$ cat src/design/mmas_pkg.sv
// shared constants, register codes and sequencer states of the masked moving-average smoother
package mmas_pkg;

  localparam int MAX_HALF_WINDOW = 32;
  localparam int MAX_RESULTS     = 34;
  localparam int SMP_W           = 32;
  localparam int HW_W            = 6;
  localparam int LIM_W           = 31;
  localparam int IDX_W           = 16;
  localparam int CFG_IDX_W       = 3;

  // circular sample store: two half windows plus both outer neighbours
  localparam int STORE_DEPTH = 2 * MAX_HALF_WINDOW + 2;
  localparam int PTR_W       = $clog2(STORE_DEPTH);
  localparam int RD_W        = $clog2(STORE_DEPTH + 1);
  localparam int CNT_W       = $clog2(2 * MAX_HALF_WINDOW + 1);
  localparam int SUM_W       = SMP_W + $clog2(2 * MAX_HALF_WINDOW);
  localparam int DIV_CNT_W   = $clog2(SUM_W);

  localparam logic [HW_W-1:0]  HALF_WINDOW_RST  = HW_W'(10);
  localparam logic [LIM_W-1:0] JUMP_LIMIT_RST   = LIM_W'(10);
  localparam logic [IDX_W-1:0] PROTECT_LOW_RST  = IDX_W'(800);
  localparam logic [IDX_W-1:0] PROTECT_HIGH_RST = IDX_W'(1200);
  localparam logic [LIM_W-1:0] SAT_LEVEL_RST    = LIM_W'(10000000);
  localparam logic [IDX_W-1:0] SAT_START_RST    = IDX_W'(1900);
  localparam logic [IDX_W-1:0] SAMPLE_COUNT_RST = IDX_W'(2016);
  localparam logic [IDX_W-1:0] MIN_SAMPLES      = IDX_W'(3);

  typedef enum logic [CFG_IDX_W-1:0] {
    CFG_HALF_WINDOW  = 3'd0,
    CFG_JUMP_LIMIT   = 3'd1,
    CFG_PROTECT_LOW  = 3'd2,
    CFG_PROTECT_HIGH = 3'd3,
    CFG_SAT_LEVEL    = 3'd4,
    CFG_SAT_START    = 3'd5,
    CFG_SAMPLE_COUNT = 3'd6
  } cfg_idx_e;

  typedef enum logic [2:0] {
    ST_IDLE,
    ST_SETUP,
    ST_ACC,
    ST_DLOAD,
    ST_DIV,
    ST_FIX,
    ST_EMIT
  } state_e;

endpackage

$ cat src/design/masked_moving_average_smoother.sv
// masked moving-average smoother: sample store, masking walk, serial divider and result sequencer
//
// Samples of one waveform come in one item at a time and are kept in a 66-entry circular
// store. Sample k = p+D releases the average of samples p-D..p+D-1, leaving out jump samples
// outside the protected range and saturated late samples; sample 2D also releases positions
// 0..D-1 and the final sample of the waveform releases positions N-D..N-1 (last set on the
// final one). An item that releases nothing goes from setup straight back to idle. An item
// that releases results is slower: the store has one read port and is walked one sample per
// cycle (2D+2 reads), and the quotient comes from a restoring divider that settles one bit
// per cycle. The next item is taken once the last result has moved into the output register.
// An all-rejected window gives zero with empty_window set. Configuration is taken on any
// cycle and should only be written while no item is in flight.
module masked_moving_average_smoother (
  input  logic                                clk_i,
  input  logic                                rst_ni,
  input  logic                                cfg_valid_i,
  output logic                                cfg_ready_o,
  input  logic [mmas_pkg::CFG_IDX_W-1:0]      cfg_index_i,
  input  logic [mmas_pkg::LIM_W-1:0]          cfg_data_i,
  input  logic                                in_valid_i,
  output logic                                in_ready_o,
  input  logic signed [mmas_pkg::SMP_W-1:0]   sample_i,
  output logic                                out_valid_o,
  input  logic                                out_ready_i,
  output logic signed [mmas_pkg::SMP_W-1:0]   smoothed_o,
  output logic [mmas_pkg::IDX_W-1:0]          position_o,
  output logic                                empty_window_o,
  output logic                                last_o
);

  localparam int SMP_W = mmas_pkg::SMP_W;
  localparam int HW_W  = mmas_pkg::HW_W;
  localparam int LIM_W = mmas_pkg::LIM_W;
  localparam int IDX_W = mmas_pkg::IDX_W;
  localparam int PTR_W = mmas_pkg::PTR_W;
  localparam int RD_W  = mmas_pkg::RD_W;
  localparam int CNT_W = mmas_pkg::CNT_W;
  localparam int SUM_W = mmas_pkg::SUM_W;
  localparam int DC_W  = mmas_pkg::DIV_CNT_W;

  // configuration registers
  logic [HW_W-1:0]  half_window_q;
  logic [LIM_W-1:0] jump_limit_q;
  logic [IDX_W-1:0] protect_low_q;
  logic [IDX_W-1:0] protect_high_q;
  logic [LIM_W-1:0] sat_level_q;
  logic [IDX_W-1:0] sat_start_q;
  logic [IDX_W-1:0] sample_count_q;

  mmas_pkg::state_e state_q, state_d;

  logic [IDX_W-1:0] in_idx_q;
  logic [PTR_W-1:0] wr_ptr_q;
  logic [IDX_W-1:0] k_q;
  logic [HW_W-1:0]  d_q;
  logic             last_q;
  logic [PTR_W-1:0] base_q;

  logic [SMP_W-1:0] mem [mmas_pkg::STORE_DEPTH];
  logic [PTR_W-1:0] rd_addr_q;
  logic [RD_W-1:0]  rd_cnt_q;
  logic             neg_q;
  logic [SMP_W-1:0] mem_data_q;
  logic             m_vld_q;
  logic [RD_W-1:0]  m_j_q;

  logic [SMP_W-1:0] s_x_q;
  logic             s_step_q;
  logic             s_sat_q;
  logic             s_vld_q;
  logic [RD_W-1:0]  s_j_q;

  logic [SMP_W-1:0] a_x_q;
  logic             a_step_q;
  logic             a_sat_q;
  logic [IDX_W-1:0] idx_q;
  logic [SUM_W-1:0] sum_q;
  logic [CNT_W-1:0] cnt_q;

  logic [SUM_W-1:0] quo_q;
  logic [CNT_W-1:0] rem_q;
  logic [DC_W-1:0]  div_cnt_q;
  logic             neg_sum_q;

  logic [SMP_W-1:0] avg_q;
  logic             empty_q;
  logic [IDX_W-1:0] em_pos_q;
  logic [IDX_W-1:0] em_end_q;

  logic             out_vld_q;
  logic [SMP_W-1:0] out_smoothed_q;
  logic [IDX_W-1:0] out_position_q;
  logic             out_empty_q;
  logic             out_last_q;

  // sequencer controls
  logic in_acc;
  logic issue;
  logic emit_load;
  logic acc_done;
  logic div_done;
  logic enough;

  // effective half window and final-sample test at accept time
  logic [IDX_W-1:0] n_eff;
  logic [HW_W-1:0]  d1, d2, d3, d_new;
  logic [IDX_W-1:0] half_n;
  logic [HW_W:0]    span3;
  logic             acc_last;

  always_comb begin
    n_eff    = (sample_count_q < mmas_pkg::MIN_SAMPLES) ? mmas_pkg::MIN_SAMPLES : sample_count_q;
    d1       = (half_window_q == '0) ? HW_W'(1) : half_window_q;
    d2       = (d1 > HW_W'(mmas_pkg::MAX_HALF_WINDOW)) ? HW_W'(mmas_pkg::MAX_HALF_WINDOW) : d1;
    half_n   = (n_eff - IDX_W'(1)) >> 1;
    d3       = (half_n < IDX_W'(d2)) ? half_n[HW_W-1:0] : d2;
    span3    = {d3, 1'b1};
    // a whole-waveform burst larger than the result limit narrows the window by one
    d_new    = ((n_eff == IDX_W'(span3)) &&
                (span3 > (HW_W+1)'(mmas_pkg::MAX_RESULTS))) ? d3 - HW_W'(1) : d3;
    acc_last = (in_idx_q >= (n_eff - IDX_W'(1)));
  end

  // quantities derived from the latched item
  logic [RD_W-1:0]  last_j;
  logic [PTR_W-1:0] span_p;
  logic [PTR_W-1:0] start_addr;
  logic [IDX_W-1:0] two_d;
  logic [IDX_W-1:0] pos_p;

  always_comb begin
    last_j     = RD_W'({d_q, 1'b1});
    span_p     = PTR_W'({d_q, 1'b1});
    start_addr = (base_q >= span_p) ? base_q - span_p
                                    : base_q - span_p + PTR_W'(mmas_pkg::STORE_DEPTH);
    two_d      = IDX_W'({d_q, 1'b0});
    pos_p      = k_q - IDX_W'(d_q);
    enough     = (k_q >= two_d);
  end

  // control outputs of the sequencer
  always_comb begin
    in_ready_o = (state_q == mmas_pkg::ST_IDLE);
    in_acc     = in_valid_i && in_ready_o;
    issue      = (state_q == mmas_pkg::ST_ACC) && (rd_cnt_q <= last_j);
    acc_done   = (state_q == mmas_pkg::ST_ACC) && s_vld_q && (s_j_q == last_j);
    div_done   = (state_q == mmas_pkg::ST_DIV) && (div_cnt_q == DC_W'(SUM_W - 1));
    emit_load  = (state_q == mmas_pkg::ST_EMIT) && (!out_vld_q || out_ready_i);
  end

  // next state
  always_comb begin
    state_d = state_q;
    case (state_q)
      mmas_pkg::ST_IDLE:  if (in_acc) state_d = mmas_pkg::ST_SETUP;
      mmas_pkg::ST_SETUP: state_d = enough ? mmas_pkg::ST_ACC : mmas_pkg::ST_IDLE;
      mmas_pkg::ST_ACC:   if (acc_done) state_d = mmas_pkg::ST_DLOAD;
      mmas_pkg::ST_DLOAD: state_d = mmas_pkg::ST_DIV;
      mmas_pkg::ST_DIV:   if (div_done) state_d = mmas_pkg::ST_FIX;
      mmas_pkg::ST_FIX:   state_d = mmas_pkg::ST_EMIT;
      mmas_pkg::ST_EMIT:  if (emit_load && (em_pos_q == em_end_q)) state_d = mmas_pkg::ST_IDLE;
      default:            state_d = mmas_pkg::ST_IDLE;
    endcase
  end

  always_ff @(posedge clk_i or negedge rst_ni) begin
    if (!rst_ni) begin
      state_q <= mmas_pkg::ST_IDLE;
    end else begin
      state_q <= state_d;
    end
  end

  // configuration port
  assign cfg_ready_o = 1'b1;

  always_ff @(posedge clk_i or negedge rst_ni) begin
    if (!rst_ni) begin
      half_window_q  <= mmas_pkg::HALF_WINDOW_RST;
      jump_limit_q   <= mmas_pkg::JUMP_LIMIT_RST;
      protect_low_q  <= mmas_pkg::PROTECT_LOW_RST;
      protect_high_q <= mmas_pkg::PROTECT_HIGH_RST;
      sat_level_q    <= mmas_pkg::SAT_LEVEL_RST;
      sat_start_q    <= mmas_pkg::SAT_START_RST;
      sample_count_q <= mmas_pkg::SAMPLE_COUNT_RST;
    end else if (cfg_valid_i) begin
      case (cfg_index_i)
        mmas_pkg::CFG_HALF_WINDOW:  half_window_q  <= cfg_data_i[HW_W-1:0];
        mmas_pkg::CFG_JUMP_LIMIT:   jump_limit_q   <= cfg_data_i;
        mmas_pkg::CFG_PROTECT_LOW:  protect_low_q  <= cfg_data_i[IDX_W-1:0];
        mmas_pkg::CFG_PROTECT_HIGH: protect_high_q <= cfg_data_i[IDX_W-1:0];
        mmas_pkg::CFG_SAT_LEVEL:    sat_level_q    <= cfg_data_i;
        mmas_pkg::CFG_SAT_START:    sat_start_q    <= cfg_data_i[IDX_W-1:0];
        mmas_pkg::CFG_SAMPLE_COUNT: sample_count_q <= cfg_data_i[IDX_W-1:0];
        default: ;
      endcase
    end
  end

  // sample store
  always_ff @(posedge clk_i) begin
    if (in_acc) begin
      mem[wr_ptr_q] <= sample_i;
    end
    mem_data_q <= mem[rd_addr_q];
  end

  // input counters and latched item
  always_ff @(posedge clk_i or negedge rst_ni) begin
    if (!rst_ni) begin
      in_idx_q <= '0;
      wr_ptr_q <= '0;
      k_q      <= '0;
      d_q      <= '0;
      last_q   <= 1'b0;
      base_q   <= '0;
    end else if (in_acc) begin
      k_q    <= in_idx_q;
      d_q    <= d_new;
      last_q <= acc_last;
      base_q <= wr_ptr_q;
      if (acc_last) begin
        in_idx_q <= '0;
        wr_ptr_q <= '0;
      end else begin
        in_idx_q <= in_idx_q + IDX_W'(1);
        wr_ptr_q <= (wr_ptr_q == PTR_W'(mmas_pkg::STORE_DEPTH - 1)) ? '0
                                                                    : wr_ptr_q + PTR_W'(1);
      end
    end
  end

  // read walk over the window and its two outer neighbours
  always_ff @(posedge clk_i or negedge rst_ni) begin
    if (!rst_ni) begin
      rd_addr_q <= '0;
      rd_cnt_q  <= '0;
      neg_q     <= 1'b0;
      m_vld_q   <= 1'b0;
      m_j_q     <= '0;
    end else begin
      m_vld_q <= issue;
      if (state_q == mmas_pkg::ST_SETUP) begin
        rd_addr_q <= start_addr;
        rd_cnt_q  <= '0;
        neg_q     <= (k_q == two_d);
      end else if (issue) begin
        m_j_q     <= rd_cnt_q;
        rd_cnt_q  <= rd_cnt_q + RD_W'(1);
        rd_addr_q <= (rd_addr_q == PTR_W'(mmas_pkg::STORE_DEPTH - 1)) ? '0
                                                                      : rd_addr_q + PTR_W'(1);
      end
    end
  end

  // step stage: one neighbour difference per sample, shared by both neighbours
  logic [SMP_W-1:0] x_cur;
  logic [SMP_W:0]   diff;
  logic [SMP_W:0]   lim_pos;
  logic [SMP_W:0]   lim_neg;
  logic             step_now;
  logic             sat_now;

  always_comb begin
    // the left neighbour of the first sample lies outside the waveform
    x_cur    = ((m_j_q == '0) && neg_q) ? '0 : mem_data_q;
    diff     = {x_cur[SMP_W-1], x_cur} - {s_x_q[SMP_W-1], s_x_q};
    lim_pos  = (SMP_W+1)'(jump_limit_q);
    lim_neg  = '0 - lim_pos;
    step_now = ($signed(diff) > $signed(lim_pos)) || ($signed(diff) < $signed(lim_neg));
    sat_now  = $signed({x_cur[SMP_W-1], x_cur}) > $signed((SMP_W+1)'(sat_level_q));
  end

  always_ff @(posedge clk_i or negedge rst_ni) begin
    if (!rst_ni) begin
      s_vld_q <= 1'b0;
    end else begin
      s_vld_q <= m_vld_q;
    end
  end

  always_ff @(posedge clk_i) begin
    if (m_vld_q) begin
      s_x_q    <= x_cur;
      s_step_q <= step_now;
      s_sat_q  <= sat_now;
      s_j_q    <= m_j_q;
    end
  end

  // masking and accumulation of the sample before the newest one
  logic keep;

  always_comb begin
    keep = !(((a_step_q || s_step_q) &&
              !((idx_q >= protect_low_q) && (idx_q <= protect_high_q))) ||
             (a_sat_q && (idx_q > sat_start_q)));
  end

  always_ff @(posedge clk_i) begin
    if (state_q == mmas_pkg::ST_SETUP) begin
      sum_q <= '0;
      cnt_q <= '0;
      idx_q <= k_q - two_d;
    end else if (s_vld_q) begin
      a_x_q    <= s_x_q;
      a_step_q <= s_step_q;
      a_sat_q  <= s_sat_q;
      if (s_j_q >= RD_W'(2)) begin
        idx_q <= idx_q + IDX_W'(1);
        if (keep) begin
          sum_q <= sum_q + {{(SUM_W-SMP_W){a_x_q[SMP_W-1]}}, a_x_q};
          cnt_q <= cnt_q + CNT_W'(1);
        end
      end
    end
  end

  // restoring divider on the magnitude, one quotient bit per cycle
  logic [CNT_W-1:0] rem_sh;
  logic             rem_ge;

  always_comb begin
    rem_sh = {rem_q[CNT_W-2:0], quo_q[SUM_W-1]};
    rem_ge = (rem_sh >= cnt_q);
  end

  always_ff @(posedge clk_i) begin
    if (state_q == mmas_pkg::ST_DLOAD) begin
      quo_q     <= sum_q[SUM_W-1] ? ('0 - sum_q) : sum_q;
      neg_sum_q <= sum_q[SUM_W-1];
      rem_q     <= '0;
      div_cnt_q <= '0;
    end else if (state_q == mmas_pkg::ST_DIV) begin
      quo_q     <= {quo_q[SUM_W-2:0], rem_ge};
      rem_q     <= rem_ge ? rem_sh - cnt_q : rem_sh;
      div_cnt_q <= div_cnt_q + DC_W'(1);
    end
  end

  // sign fix, empty window, and the run of positions to emit
  always_ff @(posedge clk_i) begin
    if (state_q == mmas_pkg::ST_SETUP) begin
      em_pos_q <= (k_q == two_d) ? '0 : pos_p;
      em_end_q <= last_q ? k_q : pos_p;
    end else if (emit_load) begin
      em_pos_q <= em_pos_q + IDX_W'(1);
    end
    if (state_q == mmas_pkg::ST_FIX) begin
      empty_q <= (cnt_q == '0);
      if (cnt_q == '0) begin
        avg_q <= '0;
      end else if (neg_sum_q) begin
        avg_q <= '0 - quo_q[SMP_W-1:0];
      end else begin
        avg_q <= quo_q[SMP_W-1:0];
      end
    end
  end

  // output register
  always_ff @(posedge clk_i or negedge rst_ni) begin
    if (!rst_ni) begin
      out_vld_q <= 1'b0;
    end else if (emit_load) begin
      out_vld_q <= 1'b1;
    end else if (out_ready_i) begin
      out_vld_q <= 1'b0;
    end
  end

  always_ff @(posedge clk_i) begin
    if (emit_load) begin
      out_smoothed_q <= avg_q;
      out_position_q <= em_pos_q;
      out_empty_q    <= empty_q;
      out_last_q     <= last_q && (em_pos_q == em_end_q);
    end
  end

  assign out_valid_o    = out_vld_q;
  assign smoothed_o     = out_smoothed_q;
  assign position_o     = out_position_q;
  assign empty_window_o = out_empty_q;
  assign last_o         = out_last_q;

endmodule

$ cat config.mk
export PLATFORM = sky130hd
export DESIGN_NAME = masked_moving_average_smoother
export DESIGN_NICKNAME = d
export VERILOG_FILES = /design/src/design/mmas_pkg.sv /design/src/design/masked_moving_average_smoother.sv
export SDC_FILE = /design/constraint.sdc
export NUM_CORES = 2
export LEC_CHECK = 0
export ABC_AREA = 1
export BUFFER_PORTS_ARGS = -buffer_cell sky130_fd_sc_hd__buf_2
export CAP_MARGIN = 0
export CELL_PAD_IN_SITES_DETAIL_PLACEMENT = 0
export CELL_PAD_IN_SITES_GLOBAL_PLACEMENT = 2
export CORE_MARGIN = 2
export CORE_UTILIZATION = 47
export CTS_CLUSTER_DIAMETER = 40
export DETAILED_ROUTE_END_ITERATION = 12
export PLACE_DENSITY_LB_ADDON = 0.1
export RECOVER_POWER = 25
export SYNTH_ARGS = -nofsm -noshare
export SYNTH_HDL_FRONTEND = slang
export SYNTH_SLANG_ARGS = --single-unit
$ cat constraint.sdc
create_clock -name clk_i -period 8.7 [get_ports clk_i]
set_input_delay 0.435 -clock clk_i [delete_from_list [all_inputs] [get_ports clk_i]]
set_output_delay 0.435 -clock clk_i [all_outputs]
set_load 0.01 [all_outputs]
Word level (Yosys, flattened, before mapping) --
Memories as Yosys holds them, arrays and structs flattened. A register that Yosys moved wholly into a read port is not among the register bits. Cells that the tools add are included.
Word-level totals: memory bits (writable) 2112, bits of input ports 71, logic and storage cells 184, output and inout bits 53, register bits after elaboration 515, memories kept 1
Memories:
- mem | depth 66, width 32, read ports 1, clocked after memory_dff 1, wr ports 1, RTL line masked_moving_average_smoother.sv:59 | logic [SMP_W-1:0] mem [mmas_pkg::STORE_DEPTH];
Cells by class: $add $sub $neg 20, bitwise operators 2, eq/ne operators 23, magnitude comparators 16, reductions and logical operators 42, muxes and demuxes 37
Operators with widths (count):
- 2-to-1 mux 16 bit | 9
- 2-to-1 mux 38 bit | 3
- 2-to-1 mux 32 bit | 2
- 2-to-1 mux 7 bit | 8
- adder 16 x 1 -> 16 bit, second input constant | 3
- adder 38 bit | 1
- subtractor 1 x 38 -> 38 bit, first input constant | 1
- > comparator 33 x 32 -> 1 bit | 1
- < comparator 33 x 32 -> 1 bit | 1
- subtractor 32 x 32 -> 33 bit | 1
- equality test 16 x 7 -> 1 bit | 2
- >= comparator 16 bit | 2
- > comparator 32 bit | 1
- subtractor 1 x 31 -> 32 bit, first input constant | 1
- subtractor 1 x 32 -> 32 bit, first input constant | 1
- 2-to-1 mux 6 bit | 5
- adder 7 x 1 -> 7 bit, second input constant | 4
- one-hot mux 3 bit (7 select lines) | 1
- AND reduction 2 bit | 10
- equality test 3 bit, second input constant | 6
- equality test 16 bit | 1
- >= comparator 16 x 7 -> 1 bit | 1
- > comparator 16 bit | 1
- <= comparator 16 bit | 1
- other kinds (35) | 73

Depth between registers and ports, before layout --
depth in word-level cells 9, depth in mapped cells 40, gate-level depth less buffers 40

Worst setup path after synthesis --
Ideal clock, no wire load.
kind flip-flop to flip-flop, from reg m_j_q[6], to reg s_step_q (data pin), setup slack 4.508 ns, library setup time 0.259 ns, stages on the path, launching flop included 35, required time 8.441 ns, data arrival time 3.934 ns, clock period less this slack 4.192 ns, buffers on the path 0, path through dfrtp_1 inv_1 nand2_1 nor2_1 nand2_2 nand2_1 ha_1 fa_1 inv_1 a21oi_1 nand2_1 nand2_1 inv_1 nand2_1 nand2_1 nand2_1 nand2_1 nand2_1 nand2_1 a21oi_1 o21ai_0 nand3_1 nand2_1 nand3_1 nand3_1 xor2_1 inv_1 ha_1 nand2_1 nor3_1 nand4_1 nor3_1 a21oi_1 nand2_1 nand3_1
On the way: cells in the longest elaborated chain, start to end 6, elaborated cells on any way between the ends 7, those cells by class add/sub (1); order compare (2); mux (1); reduce/logical (3)
Ends and longest elaborated chain:
- from (decl) | RTL line masked_moving_average_smoother.sv:65 | logic [RD_W-1:0] m_j_q;
- from (signal assigned) | RTL line masked_moving_average_smoother.sv:248 | m_j_q <= rd_cnt_q;
- logical NOT 7 bit * | RTL line masked_moving_average_smoother.sv:266 | x_cur = ((m_j_q == '0) && neg_q) ? '0 : mem_data_q;
- logical AND 1 bit * | RTL line masked_moving_average_smoother.sv:266
- 2-to-1 mux 32 bit * | RTL line masked_moving_average_smoother.sv:266
- subtractor 32 x 32 -> 33 bit * | RTL line masked_moving_average_smoother.sv:267 | diff = {x_cur[SMP_W-1], x_cur} - {s_x_q[SMP_W-1], s_x_q};
- > comparator 33 x 32 -> 1 bit or < comparator 33 x 32 -> 1 bit (tied branches) | RTL line masked_moving_average_smoother.sv:270 | step_now = ($signed(diff) > $signed(lim_pos)) || ($signed(diff) < $signed(lim_neg));
- logical OR 1 bit * | RTL line masked_moving_average_smoother.sv:270
- via step_now | RTL line masked_moving_average_smoother.sv:261 | logic step_now;
- to (signal assigned) | RTL line masked_moving_average_smoother.sv:285 | s_step_q <= step_now;
- to (decl) | RTL line masked_moving_average_smoother.sv:68 | logic s_step_q;
The timed path passes the listed nets; every way through them passes the cells marked *. A chain may end at the register's enable or synchronous reset.

Worst setup path in the final report --
from reg m_j_q[6], to reg s_step_q (data pin)
On the way: cells in the longest elaborated chain, start to end 6, elaborated cells on any way between the ends 7, those cells by class add/sub (1); order compare (2); mux (1); reduce/logical (3)
Ends and longest elaborated chain:
- logical NOT 7 bit * | RTL line masked_moving_average_smoother.sv:266
- logical AND 1 bit * | RTL line masked_moving_average_smoother.sv:266
- 2-to-1 mux 32 bit * | RTL line masked_moving_average_smoother.sv:266
- via x_cur[2] | RTL line masked_moving_average_smoother.sv:257 | logic [SMP_W-1:0] x_cur;
- subtractor 32 x 32 -> 33 bit * | RTL line masked_moving_average_smoother.sv:267
- > comparator 33 x 32 -> 1 bit or < comparator 33 x 32 -> 1 bit (tied branches) | RTL line masked_moving_average_smoother.sv:270
- logical OR 1 bit * | RTL line masked_moving_average_smoother.sv:270
- via step_now | RTL line masked_moving_average_smoother.sv:261
Marked as above.

==> flow_summary_export.csv <==
group,metric,value,unit
setup_path,max_stage_delay,590,ps
setup_path,slowest_stage,"clkinv_1",
detailed_routing,drc_errors,0,
floorplan,coreArea,243000,sq um
timing,setup_tns,0,ps
outcome,violations,"capacitance limit, slew limit",
cells_and_area,final_nets,10300,
yosys,synthSimpleGateAreaFrac,10.5,%
cts,cts_buffers,426,
detailed_routing,wl,343,mm
worst_hold_path,min-delay-path-class,"in -> reg",
outcome,status,"complete, but fails checks",
yosys,ys_seq_elements,2659,
cts,htreeDepth,5,
yosys,yosysWarnings,0,
setup_path,required,9350,ps
cts,clk_path_buf_depth,4,
yosys,synth_top_family_by_area,"compound AO/OA/AOI/OAI gates",
timing,tightest_slew,3680,ps
placement,dp_slack,2850,ps
setup_path,cp_common_cell,"nand2_1",
timing,hold_violations,0,
yosys,netlist_area,114000,sq um
pwr,p_total,50.3,mW
floorplan,pin_count,124,
cts,post_cts_resized,0,
global_routing,grt_overflow,0,
timing,relSlewSlack,-146,%
cells_and_area,drive_above_1_share,11.3,%
floorplan,start_util,47.1,%
yosys,synthMuxAreaShare,0,%
detailed_routing,vias_per_cell,5.81,
detailed_routing,via_count,78700,
yosys,ys.flop_type,"edfxtp_1",
floorplan,fp.dieH,497,um
global_routing,antenna_found_initial,14,
cts,clock_latency,990,ps
yosys,synth_seq_area_share,68.2,%
placement,gp_congestion,0.846,
setup_path,cp-start-kind,"register",
pwr,peakVddDrop,0.285,mV
global_routing,grt_util_all_layers,27.3,%
timing,maxSlewViolCount,1833,
yosys,synth_compound_area_share,13.0,%
setup_path,cp.arrival,6520,ps
yosys,synthDistinctLibCells,67,
setup_path,crit_type,"reg -> reg",
cells_and_area,area_growth_syn_to_layout,17.1,%
timing,max_freq,170,MHz
floorplan,die-area,247000,sq um
global_routing,grt_first_pass_wirelength,506,mm
flow_run,cap_viol_max_count,28,
setup_path,path_max_fanout,26,
cts,tritoncts,"yes",
detailed_routing,routedWlPerCell,25.4,um
cts,ctsRootBufferMaster,"clkbuf_16",
pwr,power_density,375,nW/um^2
cts,path_clk_slew,60,ps
timing,rsz0062_at_grt,"false",
yosys,synth_edf_count,2357,
timing,fin_skew,71.6,ps
global_routing,grt_pass1_vias,76500,
timing,finalCriticalPeriod,5880,ps
yosys,async_reset_ff_share,8.01,%
pwr,power.leakage,47.5,nW
yosys,syn-num-nets,10100,
floorplan,num_rows,181,
placement,dp_hpwl,192,mm
yosys,synthAdderAreaFrac,3.10,%
setup_path,cp-end-kind,"register",
timing,post-route-period-util,67.5,%
placement,io_buffers,122,
cts,clock-sinks,2659,
timing,fin_ws,2820,ps
timing,setup_violations,0,
global_routing,grt_max_degree,190,
yosys,syn_avg_cell_area,11.7,sq um
detailed_routing,first_pass_iters,6,
yosys,synth_xor_area_share,1.58,%
detailed_routing,drt_iter0_drc,7796,
yosys,netlist_instances,9776,
detailed_routing,antenna_left,0,
floorplan,die_x,497,um
[cell usage after synthesis, types with 11 or more instances]
library cell  instances  area [sq um]
nor2_2               11          68.8
buf_1                23          86.3
xor2_1              137          1200
nor2_1             1392          5230
a21oi_1             423          2120
o221ai_1            208          1820
nor4_1               24           150
clkbuf_1            510          1910
nor3_1               85           425
ha_1                274          3430
nand4_1              40           250
o21a_1               24           180
a31oi_1              28           175
a211oi_1             23           173
nand2_1             935          3510
a32oi_1              32           280
o22ai_1             329          2060
edfxtp_1           2357         70800
xnor2_1              66           578
nand3_1             380          1900
inv_1               551          2070
dfrtp_1             181          4530
dfxtp_1              89          1780
o21ai_0            1409          7050
dfstp_2              32           841
o211ai_1             72           541
[report_power, final]
group | internal (mW) | switching (mW)
sequential | 15.1 | 0.938
combinational | 5.08 | 11.9
clock | 11.0 | 6.26
[through the flow]
stage	instance area [sq um]	hold slack, ps	util, %	cells
3_5_place_dp	119000	405	49.1	12700
5_1_grt	134000	48.9	55.2	13500
4_1_cts	134000	17.7	55.2	13500
2_1_floorplan	114000	139	-	9776
3_3_place_gp	119000	405	49.1	12700
6_report	134000	65.2	55.2	13500
[layer usage]
layer	part of all wire, %	vias to the layer above	global-route usage [%]
met5	0.016	-	0
met4	2.9	8	8.41
met3	5.8	583	3.41
met2	48	2578	45.3
met1	43	39400	37.6
li1	-	36200	-
[worst max-delay path, delay by kind of cell (launching register included)]
family / cells / cell delay (ps)
AOI/OAI and AO/OA: 4 / 760
adders and majority gates: 2 / 650
DFF: 1 / 370
and+or+nand+nor: 22 / 2870
buffers and inverters: 4 / 770
xor gates and xnor gates: 1 / 160
[logic make-up after synthesis]
| group | count (synthesis) |
|---|---|
| AND/OR/NAND/NOR | 2928 |
| flip-flops | 2659 |
| AO/OA/AOI/OAI | 2602 |
| buffers and inverters | 1101 |
| adder cells (fa/ha/maj) | 280 |
| XOR/XNOR | 205 |
| other | 1 |
[flip-flops by register name, indices dropped and copies added, names as in the netlist, 31 cells and up]
register      cells
sat_level_q      31
sum_q            38
mem            2112
mem_data_q       32
s_x_q            32
avg_q            32
jump_limit_q     31
a_x_q            32
quo_q            38
smoothed_o       32
[cell type report]
cell class	count	area, sq um
clock inverters	312	3730
clock buffers	457	11000
fillers	20200	109000
inverters	564	2150
diodes	6	15.0
well taps	3202	4010
multi-input cells	6016	32800
repair buffers	328	2330
flip-flops and latches	2659	77900
[path summary, 6_finish.rpt]
kind / slack (ps) / to / cells past startpoint / from
hold / removal: 70 / protect_high_q[0]$_DFFE_PN0P_ / 3 / cfg_data_i[0]
hold reg to reg: 410 / smoothed_o[21]$_DFFE_PP_ / 0 / avg_q[21]$_SDFFCE_PP0P_
setup reg to reg: 2820 / s_step_q$_DFFE_PP_ / 33 / m_j_q[6]$_DFFE_PN0P_
min in group asynchronous: 140 / k_q[10]$_DFFE_PN0P_ / 2 / rst_ni
max in group asynchronous: 6970 / rd_addr_q[0]$_DFFE_PN0P_ / 3 / rst_ni
setup / recovery: 2820 / s_step_q$_DFFE_PP_ / 33 / m_j_q[6]$_DFFE_PN0P_
[cell usage in the layout (no fill, tap or decap), drive strengths merged, types with 41 or more instances in the layout]
master,netlist,routed
edfxtp,2357,2357
dfxtp,89,89
clkinv,4,133
a21oi,424,424
o22ai,329,329
clkinvlp,0,55
clkbuf,510,488
ha,274,274
o21ai,1423,1423
nor3,91,91
o211ai,72,72
nor2,1406,1406
inv,560,629
nand4,41,41
xor2,139,139
dfrtp,181,181
nand3,388,388
buf,27,266
xnor2,66,66
bufinv,0,59
o221ai,208,208
nand2,943,943
[repair_timing]
| item | 4_1_cts | 5_1_grt |
|---|---|---|
| endpoints found under the hold margin | 173 | 2 |
| buffers inserted | 0 | 0 |
| hold buffers | 30 | 1 |
Power figures use the tool's default switching activity.
